**config.mk**
```make
export PLATFORM = sky130hd
export DESIGN_NAME = hall_speed_estimator_flat
export DESIGN_NICKNAME = d
export VERILOG_FILES = /design/src/rtl/hse_pkg.sv /design/src/rtl/hse_if.sv /design/src/rtl/hall_speed_estimator.sv /design/src/rtl/hse_div.sv /design/src/flat_wrapper.sv
export SDC_FILE = /design/constraint.sdc
export NUM_CORES = 2
export LEC_CHECK = 0
export BUFFER_PORTS_ARGS = -buffer_cell sky130_fd_sc_hd__buf_4
export CORE_MARGIN = 1
export CORE_UTILIZATION = 70
export DETAILED_ROUTE_END_ITERATION = 8
export GPL_TIMING_DRIVEN = 0
export PLACE_DENSITY_LB_ADDON = 0.05
export SETUP_SLACK_MARGIN = 0.05
export SLEW_MARGIN = 25
export SYNTH_ARGS = -nofsm -noshare
export SYNTH_HDL_FRONTEND = slang
export SYNTH_SLANG_ARGS = --single-unit
```
**constraint.sdc**
```tcl
create_clock -name i_clk -period 20.2 [get_ports i_clk]
set_clock_uncertainty 0.15 [all_clocks]
set_input_delay 4.04 -clock i_clk [delete_from_list [all_inputs] [get_ports i_clk]]
set_output_delay 4.04 -clock i_clk [all_outputs]
set_load 0.05 [all_outputs]
```
**src/rtl/hse_pkg.sv**
```systemverilog
// Types and constants shared by the hall speed estimator.
// No dependencies.
package hse_pkg;

    localparam int RPM_W  = 26;
    localparam int COEF_W = 16;
    localparam int PROD_W = RPM_W + COEF_W;
    localparam int DVD_W  = 33;
    localparam int DVS_W  = 24;

    localparam logic [RPM_W-1:0]  RPM_MAX  = {RPM_W{1'b1}};
    localparam logic [RPM_W-1:0]  HALF_RPM = 26'd128;
    localparam logic [RPM_W-1:0]  RPM_200  = 26'd51200;
    localparam logic [RPM_W-1:0]  RPM_800  = 26'd204800;
    localparam logic [DVD_W-1:0]  RPM_NUM2 = 33'd5120000000;

    localparam logic [COEF_W-1:0] K_ALPHA      = 16'd9830;
    localparam logic [COEF_W-1:0] K_DECAY_FILT = 16'd58982;
    localparam logic [COEF_W-1:0] K_DECAY_EST  = 16'd64225;
    localparam logic [COEF_W-1:0] K_OBS_LOW    = 16'd6554;
    localparam logic [COEF_W-1:0] K_OBS_MID    = 16'd16384;
    localparam logic [COEF_W-1:0] K_OBS_HIGH   = 16'd32768;

    localparam logic [1:0] REG_TIMEOUT    = 2'd0;
    localparam logic [1:0] REG_POLE_PAIRS = 2'd1;

    localparam logic [1:0] GAIN_LOW  = 2'd0;
    localparam logic [1:0] GAIN_MID  = 2'd1;
    localparam logic [1:0] GAIN_HIGH = 2'd2;

    typedef enum logic [3:0] {
        ST_IDLE,
        ST_AVG,
        ST_RPM_GO,
        ST_RPM,
        ST_FILT,
        ST_FMUL,
        ST_FADD,
        ST_OSET,
        ST_OMUL,
        ST_OADD,
        ST_OUT
    } t_state;

    function automatic logic [COEF_W-1:0] gain_of(input logic [1:0] sel);
        logic [COEF_W-1:0] g;
        case (sel)
            GAIN_LOW: g = K_OBS_LOW;
            GAIN_MID: g = K_OBS_MID;
            default:  g = K_OBS_HIGH;
        endcase
        return g;
    endfunction

endpackage

```
**src/rtl/hse_if.sv**
```systemverilog
// Channel interfaces of the hall speed estimator: input, result and register write.
// No dependencies.
interface hse_in_if;
    logic        valid;
    logic        ready;
    logic        operation;
    logic        hall_u;
    logic        hall_v;
    logic        hall_w;
    logic [15:0] timer_count_us;
    logic [31:0] tick_ms;
    logic        direction_changed;
    modport source(output valid, operation, hall_u, hall_v, hall_w, timer_count_us,
                   tick_ms, direction_changed, input ready);
    modport sink(input valid, operation, hall_u, hall_v, hall_w, timer_count_us,
                 tick_ms, direction_changed, output ready);
endinterface

interface hse_out_if;
    logic        valid;
    logic        ready;
    logic        speed_ok;
    logic [25:0] rpm_observed;
    logic [25:0] rpm_filtered;
    logic [15:0] average_period_us;
    logic [15:0] hall_period_us;
    logic [7:0]  measure_count;
    logic        hall_accepted;
    modport source(output valid, speed_ok, rpm_observed, rpm_filtered,
                   average_period_us, hall_period_us, measure_count, hall_accepted,
                   input ready);
    modport sink(input valid, speed_ok, rpm_observed, rpm_filtered,
                 average_period_us, hall_period_us, measure_count, hall_accepted,
                 output ready);
endinterface

interface hse_cfg_if;
    logic        valid;
    logic        ready;
    logic [1:0]  index;
    logic [15:0] data;
    modport source(output valid, index, data, input ready);
    modport sink(input valid, index, data, output ready);
endinterface

```
**src/rtl/hall_speed_estimator.sv**
```systemverilog
// Hall sample: result valid the cycle after acceptance. Speed tick: the bit-serial divider
// forms the window average, then rpm; the filter and observer multiplies run when needed.
// One transaction at a time; a new item is taken once the result has been taken.
// Synchronous active-low reset clears all but the tick flags and operands; timeout resets
// to 50 ms, pole pairs to 4. Depends on hse_pkg, hse_if and hse_div.
module hall_speed_estimator
    import hse_pkg::*;
#(
    parameter int WINDOW_DEPTH = 8,
    parameter int TIMER_PERIOD = 65536
) (
    input  logic      i_clk,
    input  logic      i_rst_n,
    hse_in_if.sink    i_in,
    hse_cfg_if.sink   i_cfg,
    hse_out_if.source o_out
);
    localparam int SUM_W = $clog2(WINDOW_DEPTH * 65535 + 1);
    localparam logic [16:0] TPER = 17'(TIMER_PERIOD);

    t_state            r_state, n_state;
    logic [15:0]       r_tmo, n_tmo;
    logic [6:0]        r_pp, n_pp;
    logic [2:0]        r_prev, n_prev;
    logic [15:0]       r_last_cnt, n_last_cnt;
    logic [15:0]       r_period, n_period;
    logic [31:0]       r_last_ms, n_last_ms;
    logic [15:0]       r_win [WINDOW_DEPTH];
    logic [15:0]       n_win [WINDOW_DEPTH];
    logic [SUM_W-1:0]  r_sum, n_sum;
    logic [15:0]       r_avg, n_avg;
    logic              r_valid, n_valid;
    logic [6:0]        r_idle, n_idle;
    logic [RPM_W-1:0]  r_filt, n_filt;
    logic [RPM_W-1:0]  r_est, n_est;
    logic [RPM_W-1:0]  r_obs, n_obs;
    logic [1:0]        r_gain, n_gain;
    logic [7:0]        r_vcnt, n_vcnt;
    logic              r_acc, n_acc;
    logic              r_gt, n_gt;
    logic              r_lt, n_lt;
    logic              r_dtnz, n_dtnz;
    logic              r_dir, n_dir;
    logic [RPM_W-1:0]  r_raw, n_raw;
    logic [RPM_W-1:0]  r_mul_a, n_mul_a;
    logic [COEF_W-1:0] r_mul_c, n_mul_c;
    logic              r_neg, n_neg;
    logic              r_decay, n_decay;
    logic [PROD_W-1:0] r_prod, n_prod;

    logic              div_start, div_done;
    logic [DVD_W-1:0]  div_dividend, div_q;
    logic [DVS_W-1:0]  div_divisor;

    logic [2:0]        code;
    logic [16:0]       span;
    logic [31:0]       since;
    logic [22:0]       denom;
    logic [RPM_W:0]    scaled;
    logic [RPM_W+1:0]  blend_sum;
    logic [RPM_W-1:0]  fin, base;
    logic [6:0]        idle0, idle1;
    logic              in_go;

    hse_div u_div (
        .i_clk      (i_clk),
        .i_rst_n    (i_rst_n),
        .i_start    (div_start),
        .i_dividend (div_dividend),
        .i_divisor  (div_divisor),
        .o_done     (div_done),
        .o_quotient (div_q)
    );

    assign code  = {i_in.hall_u, i_in.hall_v, i_in.hall_w};
    assign in_go = i_in.valid && (r_state == ST_IDLE);
    assign since = i_in.tick_ms - r_last_ms;
    assign span  = (i_in.timer_count_us >= r_last_cnt)
                 ? 17'(i_in.timer_count_us - r_last_cnt)
                 : TPER - 17'(r_last_cnt) + 17'(i_in.timer_count_us);
    assign denom = 23'(r_avg) * 23'(r_pp);

    // finish a multiply: rounded scale, then move toward target or plain decay
    assign base      = (r_state == ST_FADD) ? r_filt : r_est;
    assign scaled    = (RPM_W + 1)'((r_prod + PROD_W'(32768)) >> COEF_W);
    assign blend_sum = r_neg ? (RPM_W + 2)'(base) - (RPM_W + 2)'(scaled)
                             : (RPM_W + 2)'(base) + (RPM_W + 2)'(scaled);
    always_comb begin
        if (r_decay) begin
            fin = (scaled < (RPM_W + 1)'(HALF_RPM)) ? '0 : scaled[RPM_W-1:0];
        end else if (blend_sum > (RPM_W + 2)'(RPM_MAX)) begin
            fin = RPM_MAX;
        end else begin
            fin = blend_sum[RPM_W-1:0];
        end
    end

    always_comb begin
        n_state    = r_state;
        n_tmo      = r_tmo;
        n_pp       = r_pp;
        n_prev     = r_prev;
        n_last_cnt = r_last_cnt;
        n_period   = r_period;
        n_last_ms  = r_last_ms;
        n_win      = r_win;
        n_sum      = r_sum;
        n_avg      = r_avg;
        n_valid    = r_valid;
        n_idle     = r_idle;
        n_filt     = r_filt;
        n_est      = r_est;
        n_obs      = r_obs;
        n_gain     = r_gain;
        n_vcnt     = r_vcnt;
        n_acc      = r_acc;
        n_gt       = r_gt;
        n_lt       = r_lt;
        n_dtnz     = r_dtnz;
        n_dir      = r_dir;
        n_raw      = r_raw;
        n_mul_a    = r_mul_a;
        n_mul_c    = r_mul_c;
        n_neg      = r_neg;
        n_decay    = r_decay;
        n_prod     = PROD_W'(r_mul_a) * PROD_W'(r_mul_c);
        div_start    = 1'b0;
        div_dividend = DVD_W'(n_sum);
        div_divisor  = DVS_W'(WINDOW_DEPTH);
        idle0 = r_lt ? '0 : r_idle;
        idle1 = (idle0 < 7'd127) ? idle0 + 1'b1 : idle0;

        if (i_cfg.valid) begin
            case (i_cfg.index)
                REG_TIMEOUT:    n_tmo = i_cfg.data;
                REG_POLE_PAIRS: n_pp  = i_cfg.data[6:0];
                default:        ;
            endcase
        end

        case (r_state)
            ST_IDLE: begin
                if (in_go && !i_in.operation) begin
                    n_acc = 1'b0;
                    if (code != 3'd0 && code != 3'd7) begin
                        if (code != r_prev) begin
                            n_period   = span[15:0];
                            n_last_cnt = i_in.timer_count_us;
                            n_prev     = code;
                            n_acc      = 1'b1;
                        end
                        n_last_ms = i_in.tick_ms;
                    end
                    n_state = ST_OUT;
                end else if (in_go) begin
                    n_acc  = 1'b0;
                    n_gt   = since > 32'(r_tmo);
                    n_lt   = since < 32'(r_tmo);
                    n_dtnz = r_period != '0;
                    n_dir  = i_in.direction_changed;
                    if (r_period != '0) begin
                        // oldest period falls off the end of the line
                        n_sum = r_sum - SUM_W'(r_win[WINDOW_DEPTH-1]) + SUM_W'(r_period);
                        for (int i = WINDOW_DEPTH - 1; i > 0; i--) begin
                            n_win[i] = r_win[i-1];
                        end
                        n_win[0]     = r_period;
                        div_start    = 1'b1;
                        div_dividend = DVD_W'(n_sum);
                        n_state      = ST_AVG;
                    end else begin
                        n_state = ST_RPM_GO;
                    end
                end
            end
            ST_AVG: begin
                if (div_done) begin
                    n_avg   = div_q[15:0];
                    n_state = ST_RPM_GO;
                end
            end
            ST_RPM_GO: begin
                if (r_avg == '0) begin
                    n_raw   = '0;
                    n_state = ST_FILT;
                end else if (r_pp == '0) begin
                    n_raw   = RPM_MAX;
                    n_state = ST_FILT;
                end else begin
                    div_start    = 1'b1;
                    div_dividend = RPM_NUM2 + DVD_W'(denom);
                    div_divisor  = {denom, 1'b0};
                    n_state      = ST_RPM;
                end
            end
            ST_RPM: begin
                if (div_done) begin
                    n_raw   = (div_q > DVD_W'(RPM_MAX)) ? RPM_MAX : div_q[RPM_W-1:0];
                    n_state = ST_FILT;
                end
            end
            ST_FILT: begin
                n_state = ST_OSET;
                if (r_dir) begin
                    n_vcnt  = '0;
                    n_sum   = '0;
                    n_valid = 1'b0;
                    n_est   = '0;
                    for (int i = 0; i < WINDOW_DEPTH; i++) begin
                        n_win[i] = '0;
                    end
                end
                if (r_valid && !r_dir) begin
                    n_valid = !r_gt;
                    if (r_dtnz) begin
                        if (r_vcnt != 8'hFF) begin
                            n_vcnt = r_vcnt + 1'b1;
                        end
                        n_neg   = r_raw < r_filt;
                        n_mul_a = n_neg ? r_filt - r_raw : r_raw - r_filt;
                        n_mul_c = K_ALPHA;
                        n_decay = 1'b0;
                        n_state = ST_FMUL;
                    end else begin
                        n_vcnt = '0;
                    end
                end else begin
                    if (r_lt) begin
                        n_valid = 1'b1;
                    end
                    n_idle = idle1;
                    if (idle1 > 7'd100) begin
                        n_mul_a = r_filt;
                        n_mul_c = K_DECAY_FILT;
                        n_decay = 1'b1;
                        n_state = ST_FMUL;
                    end else if (r_filt < HALF_RPM) begin
                        n_filt = '0;
                    end
                end
            end
            ST_FMUL: n_state = ST_FADD;
            ST_FADD: begin
                n_filt  = fin;
                n_state = ST_OSET;
            end
            ST_OSET: begin
                if (r_dtnz && r_filt > HALF_RPM) begin
                    if (r_valid) begin
                        n_neg   = r_raw < r_est;
                        n_mul_a = n_neg ? r_est - r_raw : r_raw - r_est;
                        n_mul_c = gain_of(r_gain);
                        n_decay = 1'b0;
                    end else begin
                        n_mul_a = r_est;
                        n_mul_c = K_DECAY_EST;
                        n_decay = 1'b1;
                    end
                    n_state = ST_OMUL;
                end else begin
                    n_state = ST_OUT;
                end
            end
            ST_OMUL: n_state = ST_OADD;
            ST_OADD: begin
                n_est = fin;
                n_obs = fin;
                if (fin < RPM_200) begin
                    n_gain = GAIN_LOW;
                end else if (fin < RPM_800) begin
                    n_gain = GAIN_MID;
                end else begin
                    n_gain = GAIN_HIGH;
                end
                n_state = ST_OUT;
            end
            ST_OUT: begin
                if (o_out.ready) begin
                    n_state = ST_IDLE;
                end
            end
            default: n_state = ST_IDLE;
        endcase
    end

    always_ff @(posedge i_clk) begin
        if (!i_rst_n) begin
            r_state    <= ST_IDLE;
            r_tmo      <= 16'd50;
            r_pp       <= 7'd4;
            r_prev     <= '0;
            r_last_cnt <= '0;
            r_period   <= '0;
            r_last_ms  <= '0;
            r_sum      <= '0;
            r_avg      <= '0;
            r_valid    <= 1'b0;
            r_idle     <= '0;
            r_filt     <= '0;
            r_est      <= '0;
            r_obs      <= '0;
            r_gain     <= GAIN_LOW;
            r_vcnt     <= '0;
            r_acc      <= 1'b0;
            for (int i = 0; i < WINDOW_DEPTH; i++) begin
                r_win[i] <= '0;
            end
        end else begin
            r_state    <= n_state;
            r_tmo      <= n_tmo;
            r_pp       <= n_pp;
            r_prev     <= n_prev;
            r_last_cnt <= n_last_cnt;
            r_period   <= n_period;
            r_last_ms  <= n_last_ms;
            r_sum      <= n_sum;
            r_avg      <= n_avg;
            r_valid    <= n_valid;
            r_idle     <= n_idle;
            r_filt     <= n_filt;
            r_est      <= n_est;
            r_obs      <= n_obs;
            r_gain     <= n_gain;
            r_vcnt     <= n_vcnt;
            r_acc      <= n_acc;
            r_win      <= n_win;
        end
        r_gt    <= n_gt;
        r_lt    <= n_lt;
        r_dtnz  <= n_dtnz;
        r_dir   <= n_dir;
        r_raw   <= n_raw;
        r_mul_a <= n_mul_a;
        r_mul_c <= n_mul_c;
        r_neg   <= n_neg;
        r_decay <= n_decay;
        r_prod  <= n_prod;
    end

    assign i_in.ready  = (r_state == ST_IDLE);
    assign i_cfg.ready = 1'b1;

    assign o_out.valid             = (r_state == ST_OUT);
    assign o_out.speed_ok          = r_valid;
    assign o_out.rpm_observed      = r_obs;
    assign o_out.rpm_filtered      = r_filt;
    assign o_out.average_period_us = r_avg;
    assign o_out.hall_period_us    = r_period;
    assign o_out.measure_count     = r_vcnt;
    assign o_out.hall_accepted     = r_acc;

`ifndef SYNTHESIS
    a_one_side: assert property (@(posedge i_clk) disable iff (!i_rst_n)
        !(o_out.valid && i_in.ready))
        else $error("input taken while a result is pending");
    a_hall_fast: assert property (@(posedge i_clk) disable iff (!i_rst_n)
        (i_in.valid && i_in.ready && !i_in.operation) |=> o_out.valid)
        else $error("hall sample result late");
    a_tick_no_acc: assert property (@(posedge i_clk) disable iff (!i_rst_n)
        (i_in.valid && i_in.ready && i_in.operation) |=> !r_acc)
        else $error("hall_accepted set on a speed tick");
    a_gain_range: assert property (@(posedge i_clk) disable iff (!i_rst_n)
        (r_state == ST_OADD) |=> (r_gain != 2'd3))
        else $error("gain select out of range after observer update");
`endif
endmodule

```
**src/rtl/hse_div.sv**
```systemverilog
// Restoring divider, one quotient bit per cycle.
// Depends on hse_pkg.
module hse_div
    import hse_pkg::*;
(
    input  logic             i_clk,
    input  logic             i_rst_n,
    input  logic             i_start,
    input  logic [DVD_W-1:0] i_dividend,
    input  logic [DVS_W-1:0] i_divisor,
    output logic             o_done,
    output logic [DVD_W-1:0] o_quotient
);
    localparam int CNT_W = $clog2(DVD_W);

    logic             r_busy, n_busy;
    logic             r_done, n_done;
    logic [CNT_W-1:0] r_cnt, n_cnt;
    logic [DVD_W-1:0] r_q, n_q;
    logic [DVS_W-1:0] r_rem, n_rem;
    logic [DVS_W-1:0] r_dvs, n_dvs;
    logic [DVS_W:0]   trial;

    always_comb begin
        n_busy = r_busy;
        n_done = 1'b0;
        n_cnt  = r_cnt;
        n_q    = r_q;
        n_rem  = r_rem;
        n_dvs  = r_dvs;
        trial  = {r_rem, r_q[DVD_W-1]};
        if (i_start) begin
            n_busy = 1'b1;
            n_cnt  = CNT_W'(DVD_W - 1);
            n_q    = i_dividend;
            n_rem  = '0;
            n_dvs  = i_divisor;
        end else if (r_busy) begin
            // shift one dividend bit in, subtract when it fits
            if (trial >= {1'b0, r_dvs}) begin
                n_rem = DVS_W'(trial - {1'b0, r_dvs});
                n_q   = {r_q[DVD_W-2:0], 1'b1};
            end else begin
                n_rem = trial[DVS_W-1:0];
                n_q   = {r_q[DVD_W-2:0], 1'b0};
            end
            if (r_cnt == '0) begin
                n_busy = 1'b0;
                n_done = 1'b1;
            end else begin
                n_cnt = r_cnt - 1'b1;
            end
        end
    end

    always_ff @(posedge i_clk) begin
        if (!i_rst_n) begin
            r_busy <= 1'b0;
            r_done <= 1'b0;
        end else begin
            r_busy <= n_busy;
            r_done <= n_done;
        end
        r_cnt <= n_cnt;
        r_q   <= n_q;
        r_rem <= n_rem;
        r_dvs <= n_dvs;
    end

    assign o_done     = r_done;
    assign o_quotient = r_q;
endmodule
```
**src/flat_wrapper.sv**
```systemverilog
// flat-port wrapper written by rule: the top's interface ports become plain ports
module hall_speed_estimator_flat import hse_pkg::*;
#(
    parameter int WINDOW_DEPTH = 8,
    parameter int TIMER_PERIOD = 65536
)
  (i_clk, i_rst_n, i_in_valid, i_in_operation, i_in_hall_u, i_in_hall_v, i_in_hall_w, i_in_timer_count_us, i_in_tick_ms, i_in_direction_changed, i_in_ready, i_cfg_valid, i_cfg_index, i_cfg_data, i_cfg_ready, o_out_valid, o_out_speed_ok, o_out_rpm_observed, o_out_rpm_filtered, o_out_average_period_us, o_out_hall_period_us, o_out_measure_count, o_out_hall_accepted, o_out_ready);
  hse_in_if i_in_i ();
  hse_cfg_if i_cfg_i ();
  hse_out_if o_out_i ();
  input  logic i_clk;
  input  logic i_rst_n;
  input wire logic [$bits(i_in_i.valid)-1:0] i_in_valid;
  input wire logic [$bits(i_in_i.operation)-1:0] i_in_operation;
  input wire logic [$bits(i_in_i.hall_u)-1:0] i_in_hall_u;
  input wire logic [$bits(i_in_i.hall_v)-1:0] i_in_hall_v;
  input wire logic [$bits(i_in_i.hall_w)-1:0] i_in_hall_w;
  input wire logic [$bits(i_in_i.timer_count_us)-1:0] i_in_timer_count_us;
  input wire logic [$bits(i_in_i.tick_ms)-1:0] i_in_tick_ms;
  input wire logic [$bits(i_in_i.direction_changed)-1:0] i_in_direction_changed;
  output wire logic [$bits(i_in_i.ready)-1:0] i_in_ready;
  input wire logic [$bits(i_cfg_i.valid)-1:0] i_cfg_valid;
  input wire logic [$bits(i_cfg_i.index)-1:0] i_cfg_index;
  input wire logic [$bits(i_cfg_i.data)-1:0] i_cfg_data;
  output wire logic [$bits(i_cfg_i.ready)-1:0] i_cfg_ready;
  output wire logic [$bits(o_out_i.valid)-1:0] o_out_valid;
  output wire logic [$bits(o_out_i.speed_ok)-1:0] o_out_speed_ok;
  output wire logic [$bits(o_out_i.rpm_observed)-1:0] o_out_rpm_observed;
  output wire logic [$bits(o_out_i.rpm_filtered)-1:0] o_out_rpm_filtered;
  output wire logic [$bits(o_out_i.average_period_us)-1:0] o_out_average_period_us;
  output wire logic [$bits(o_out_i.hall_period_us)-1:0] o_out_hall_period_us;
  output wire logic [$bits(o_out_i.measure_count)-1:0] o_out_measure_count;
  output wire logic [$bits(o_out_i.hall_accepted)-1:0] o_out_hall_accepted;
  input wire logic [$bits(o_out_i.ready)-1:0] o_out_ready;
  assign i_in_i.valid = i_in_valid;
  assign i_in_i.operation = i_in_operation;
  assign i_in_i.hall_u = i_in_hall_u;
  assign i_in_i.hall_v = i_in_hall_v;
  assign i_in_i.hall_w = i_in_hall_w;
  assign i_in_i.timer_count_us = i_in_timer_count_us;
  assign i_in_i.tick_ms = i_in_tick_ms;
  assign i_in_i.direction_changed = i_in_direction_changed;
  assign i_in_ready = i_in_i.ready;
  assign i_cfg_i.valid = i_cfg_valid;
  assign i_cfg_i.index = i_cfg_index;
  assign i_cfg_i.data = i_cfg_data;
  assign i_cfg_ready = i_cfg_i.ready;
  assign o_out_valid = o_out_i.valid;
  assign o_out_speed_ok = o_out_i.speed_ok;
  assign o_out_rpm_observed = o_out_i.rpm_observed;
  assign o_out_rpm_filtered = o_out_i.rpm_filtered;
  assign o_out_average_period_us = o_out_i.average_period_us;
  assign o_out_hall_period_us = o_out_i.hall_period_us;
  assign o_out_measure_count = o_out_i.measure_count;
  assign o_out_hall_accepted = o_out_i.hall_accepted;
  assign o_out_i.ready = o_out_ready;
  hall_speed_estimator #(.WINDOW_DEPTH(WINDOW_DEPTH), .TIMER_PERIOD(TIMER_PERIOD)) u_core (.i_clk(i_clk), .i_rst_n(i_rst_n), .i_in(i_in_i), .i_cfg(i_cfg_i), .o_out(o_out_i));
endmodule
```
# Word level (Yosys, flattened, before mapping)
# Index checks and enable logic that the tools add are counted.
# classes
mux,101
n_reduce_logical,44
n_addsub,18
multipliers,2
order_cmp,15
eq_ne,33
n_bitwise,6
# op_table
operator,n
two-way mux 128 bit,4
two-way mux 26 bit,19
case mux 128 bit (2 select lines),1
case mux 26 bit (2 select lines),4
two-way mux 33 bit,6
subtractor 26 bit,4
two-way mux 16 bit,6
two-way mux 19 bit,5
case mux 33 bit (2 select lines),1
case mux 16 bit (2 select lines),2
< comparator 26 bit,2
"< comparator 26 x 8 -> 1 bit, second input constant",2
case mux 4 bit (11 select lines),1
"adder 42 x 16 -> 42 bit, second input constant",1
multiplier 26 x 16 -> 42 bit,1
case mux 19 bit (2 select lines),1
"adder 33 x 23 -> 33 bit, first input constant",1
"greater-than comparator 33 x 26 -> 1 bit, second input constant",1
greater-than comparator 32 x 16 -> 1 bit,1
< comparator 32 x 16 -> 1 bit,1
two-way mux 8 bit,4
subtractor 32 bit,1
"greater-than comparator 28 x 26 -> 1 bit, second input constant",1
two-way mux 28 bit,1
55 further kinds,148
# word_totals
ff_bits,559
out_inout_bits,97
input_bits,76

# Longest topological paths before layout
# depth
ltp_word,10
depth_mapped,26

# Cells and area by module
# Synthesis repeated with hierarchy kept, for this count alone.
# unflattened
hier_cells,5900
area_unflattened_um2,49865.3
# by_module_without_submodules
mod,n_inst,cells_each,seq_area_each_um2,area_each_um2
hall_speed_estimator,1,5433,9609.2,44983.1
hse_div,1,467,2352.3,4882.2

# Worst setup path before layout
# No wires, ideal clock.
# synth_timing
path_kind,input port to flip-flop
startpoint,input i_in_tick_ms[0]
endpoint,"register u_core.r_gt, data pin"
arrival_time_ns,6.916
stages,18
path_buffers,0
required_ns,19.791
path_slack_ns,12.875
setup_ns,0.259
cell_sequence,inv_1 > ha_1 > inv_1 > fa_1 > a21o_1 > a21oi_1 > o21a_1 > o21ai_0 > a31o_2 > a21oi_1 > xnor2_1 > ha_1 > o21ai_0 > nand2b_1 > a21oi_1 > o31ai_1 > a31o_2 > a211o_1
# synth_between
elab_chain_cells,2
# synth_lines
item,line,rtl
"start, declared",flat_wrapper.sv:19,input wire logic [$bits(i_in_i.tick_ms)-1:0] i_in_tick_ms;
subtractor 32 bit,hall_speed_estimator.sv:77,assign since = i_in.tick_ms - r_last_ms;
greater-than comparator 32 x 16 -> 1 bit,hall_speed_estimator.sv:157,n_gt = since > 32'(r_tmo);
"end signal, assigned",hall_speed_estimator.sv:328,r_gt <= n_gt;
"end, declared",hall_speed_estimator.sv:40,"logic r_gt, n_gt;"
# No other way between the ends.
# A chain may end at the register's enable or synchronous reset.

# Worst setup path in the final report
# layout_timing
startpoint,register u_core.r_mul_c[13]
endpoint,register u_core.r_prod[41]
# layout_between
elab_chain_cells,1
# layout_lines
item,line,rtl
"start, declared",hall_speed_estimator.sv:46,"logic [COEF_W-1:0] r_mul_c, n_mul_c;"
"start signal, assigned",hall_speed_estimator.sv:334,r_mul_c <= n_mul_c;
multiplier 26 x 16 -> 42 bit,hall_speed_estimator.sv:126,n_prod = PROD_W'(r_mul_a) * PROD_W'(r_mul_c);
via u_core.n_prod[41],hall_speed_estimator.sv:49,"logic [PROD_W-1:0] r_prod, n_prod;"
"end signal, assigned",hall_speed_estimator.sv:337,r_prod <= n_prod;
"end, declared",hall_speed_estimator.sv:49,
# The timed path passes the listed nets, and every way through them passes these cells.

==> metrics.md <==
| Metric | Value |
|---|---|
| Vias in the first global route | 45000 |
| Layout area overhead | 9.155% |
| Post-synth EDFFs | about 120 |
| Clk slew on worst S/H paths | 0.06 ns |
| RePlAce Congestion | approximately 1.1 |
| Final Max Tran Viols | 0 |
| #FFs+latches synth | ~540 |
| Outcome | finished clean |
| Max Fclk | ~110 MHz |
| Die Y | ~270 um |
| Chip width | ~270 um |
| WHS | roughly 0.30 ns |
| Crit path capture type | flip-flop |
| Hold Buf Count CTS | 0 |
| Number of hold violations in the final report | 0 |
| Post-route DRC violation count | 0 |
| Slew @ Worst Pin | roughly 1.2 ns |
| GRT overflow | 0 |
| Max-cap violations | 0 |
| FP Rows | between 90 and 100 |
| I/O pins | approximately 170 |
| Synth cell types | between 100 and 150 |
| CTS Root Cell | clkbuf_16 |
| Setup TNS | 0 ns |
| Cell taking the most area after synthesis | fa_1 |
| Hold Crit Class | reg -> reg |
| Top_reg_cell synth | dfxtp_1 |
| P_leak | 23.85 nW |
| Synth Warn # | 0 |
| Top cells by area, synth | fa_1 17%, dfxtp_1 17%, ha_1 11% |
| Tmin final | 8.731 ns |
| Setup violations, final | 0 |
| Top cells by count, synth | 789 x inv_1, 685 x nand2_1, 467 x a21oi_1 |
| Power Total | around 9.8 mW |
| Max-slew headroom | between 20% and 30% |
| Initial Utilization | between 70 and 80% |
| Top cell type's share of synthesized area | 17.37% |
| Share of layout cells above drive strength 1 | ~6% |
| First-pass iteration count of the detailed router | 7 |
| Final HPWL DP | 130.7 mm |
| GRT Util Overall | a little under half |
| Post-Syn Instances | between 5000 and 6000 |
| Crit path DAT | between 9 and 10 ns |
| Total clock sinks | about 540 |
| Synthesized area | slightly below 50000 um^2 |
| Clock tree from TritonCTS | yes |
| WP data required | between 20 and 25 ns |
| Mapped Avg Cell Area | between 8 and 9 um^2 |
| Seq/Total Area, Yosys | about 24% |
| Die area | 71370 um^2 |
| Critical-path cell list | clkbuf_1 -> nand2_1 -> inv_1 -> fa_1 -> fa_1 -> inv_1 -> fa_1 -> fa_1 -> fa_1 -> inv_1 -> fa_1 -> ha_1 -> and3_1 -> a221o_1 -> a21oi_1 -> o2111ai_1 -> a2111o_1 -> nand3_1 -> a41oi_1 -> a221oi_1 -> o21bai_1 -> a21oi_1 -> xnor2_1 |
| Net count after synthesis | just under 7000 |
| Clk_lat worst skew | ~0.7 ns |
| Final worst path period share | a little over two fifths |
| Initial antenna violation count | 7 |
| Depth of the CTS H-tree | 2 |
| Most frequent cell after synthesis | inv_1 |
| Worst path slowest cell | clkbuf_1 |
| Max incr delay on CP | around 0.69 ns |
| Vias per cell | around 6.4 |
| Crit-path most repeated cell | fa_1 |
| Crit Path Max Fanout | 10 |
| IO buf count | 171 |
| Pwr/cell area | between 150 and 200 nW/um^2 |
| Core Util, Final | around 78% |
| Wirelength per Cell | 23.55 um |
| Vias after detailed routing | 45500 |
| Clk buf depth | 3 |
| Core Box Area | slightly below 70000 um^2 |
| CP Launch Type | flip-flop |
| Post-CTS Setup Inserts | 0 |
| Setup CP Type | reg -> reg |
| FFs w/ async S/R, synth | 0% |
| 1st-iter DRT viols | roughly 5300 |
| RSZ-0062 raised after global routing | false |
| Global-route wire length before repair | around 250 mm |
| Total CTS buffers | 56 |
| CTS resizes | 0 |
| Post-DRT Antenna Nets | 0 |
| Largest net degree at the start of global routing | 35 |
| VDD IR-drop max | between 0.3 and 0.4 mV |
| Layout net count | around 7000 |
| WL final | around 170 mm |
per-stage QoR:
stage / setup WS [ns] / cells / area (um^2)
finish: 11.47 / 7055 / 53720
global route: 11.28 / 7052 / 53710
CTS: 11.64 / 7052 / 53690
detailed placement: 11.72 / 6947 / 51700
global placement: 11.88 / 6946 / 51660
floorplan: 12.88 / 5844 / 49210
layer usage:
layer	GRT usage [%]	routed length (um)
met3	12.22	19140
met1	55.78	60260
met2	73.51	74350
met5	0	15
met4	29.37	12360
power breakdown:
group | switching, mW | leakage, nW | internal, mW
clock | 0.481 | 0.966 | 0.630
combinational | 4.28 | 18.4 | 2.84
sequential | 0.184 | 4.48 | 1.36
total | 4.94 | 23.8 | 4.83
cells in the final DEF (no fill, tap or decap), types with 147 or more instances in the layout:
master	synthesis	layout
fa_1	427	427
dfxtp_1	413	413
clkbuf_1	243	254
buf_4	6	177
a22oi_1	147	147
nor2_1	437	437
and2_1	160	160
a21oi_1	467	467
nand2_1	685	685
ha_1	413	413
o21ai_0	231	231
inv_1	789	789
worst max-delay path: cells and delay by family, from the launching register on:
kind | cells | cell delay, ns
buffers and inverters | 4 | 1.06
XOR/XNOR | 1 | 0.13
flip-flops | 1 | 0.58
AO/OA/AOI/OAI | 8 | 2.70
adder cells (fa/ha/maj) | 7 | 3.44
AND/OR/NAND/NOR | 3 | 0.57
final cells by class:
class,instances,area [um^2]
tap,931,1165
clock inverter,25,330.3
timing repair buffer,172,1304
sequential,535,11930
clock buffer,80,1658
inverter,794,2980
multi-input combinational,4240,33210
buffer,275,1127
fill,4617,15350
antenna,3,7.507
final timing paths:
kind | slack, ns | cells past startpoint | end | startpoint
min | 0.30 | 2 | u_core.r_last_cnt[8]$_SDFFE_PN0P_ | u_core.r_last_cnt[8]$_SDFFE_PN0P_
max | 11.47 | 23 | u_core.r_prod[41]$_DFF_P_ | u_core.r_mul_c[13]$_SDFFCE_PN1P_
min reg2reg | 0.30 | 2 | u_core.r_last_cnt[8]$_SDFFE_PN0P_ | u_core.r_last_cnt[8]$_SDFFE_PN0P_
max reg2reg | 11.47 | 23 | u_core.r_prod[41]$_DFF_P_ | u_core.r_mul_c[13]$_SDFFCE_PN1P_
logic make-up (layout without fill, tap and decap cells):
logic type      count (synthesis)  in the layout  synth area share [%]
compound gates               1358           1358                 17.60
xor+xnor                      208            208                 3.748
fa+ha+maj                     840            840                 27.87
buf+inv                      1069           1346                 8.344
flops                         535            535                 24.24
mux                            84             84                 1.754
other cells                     1              4              0.007620
simple gates                 1749           1749                 16.43
registers in the layout (all words and copies together) (netlist names), 6 cells and up:
name / flops
u_core.r_prod: 27
u_core.r_last_ms: 32
u_core.u_div.r_rem: 24
u_core.r_pp: 7
u_core.u_div.r_cnt: 6
u_core.r_raw: 26
u_core.u_div.o_quotient: 33
u_core.o_out.rpm_observed: 26
u_core.o_out.rpm_filtered: 26
u_core.u_div.r_dvs: 23
u_core.r_tmo: 16
u_core.r_mul_a: 26
u_core.r_sum: 19
u_core.o_out.measure_count: 8
u_core.r_last_cnt: 16
u_core.r_est: 26
u_core.o_out.average_period_us: 16
u_core.r_mul_c: 8
u_core.o_out.hall_period_us: 16
u_core.r_idle: 7
u_core.r_win: 128
Power figures use the tool's default switching activity.
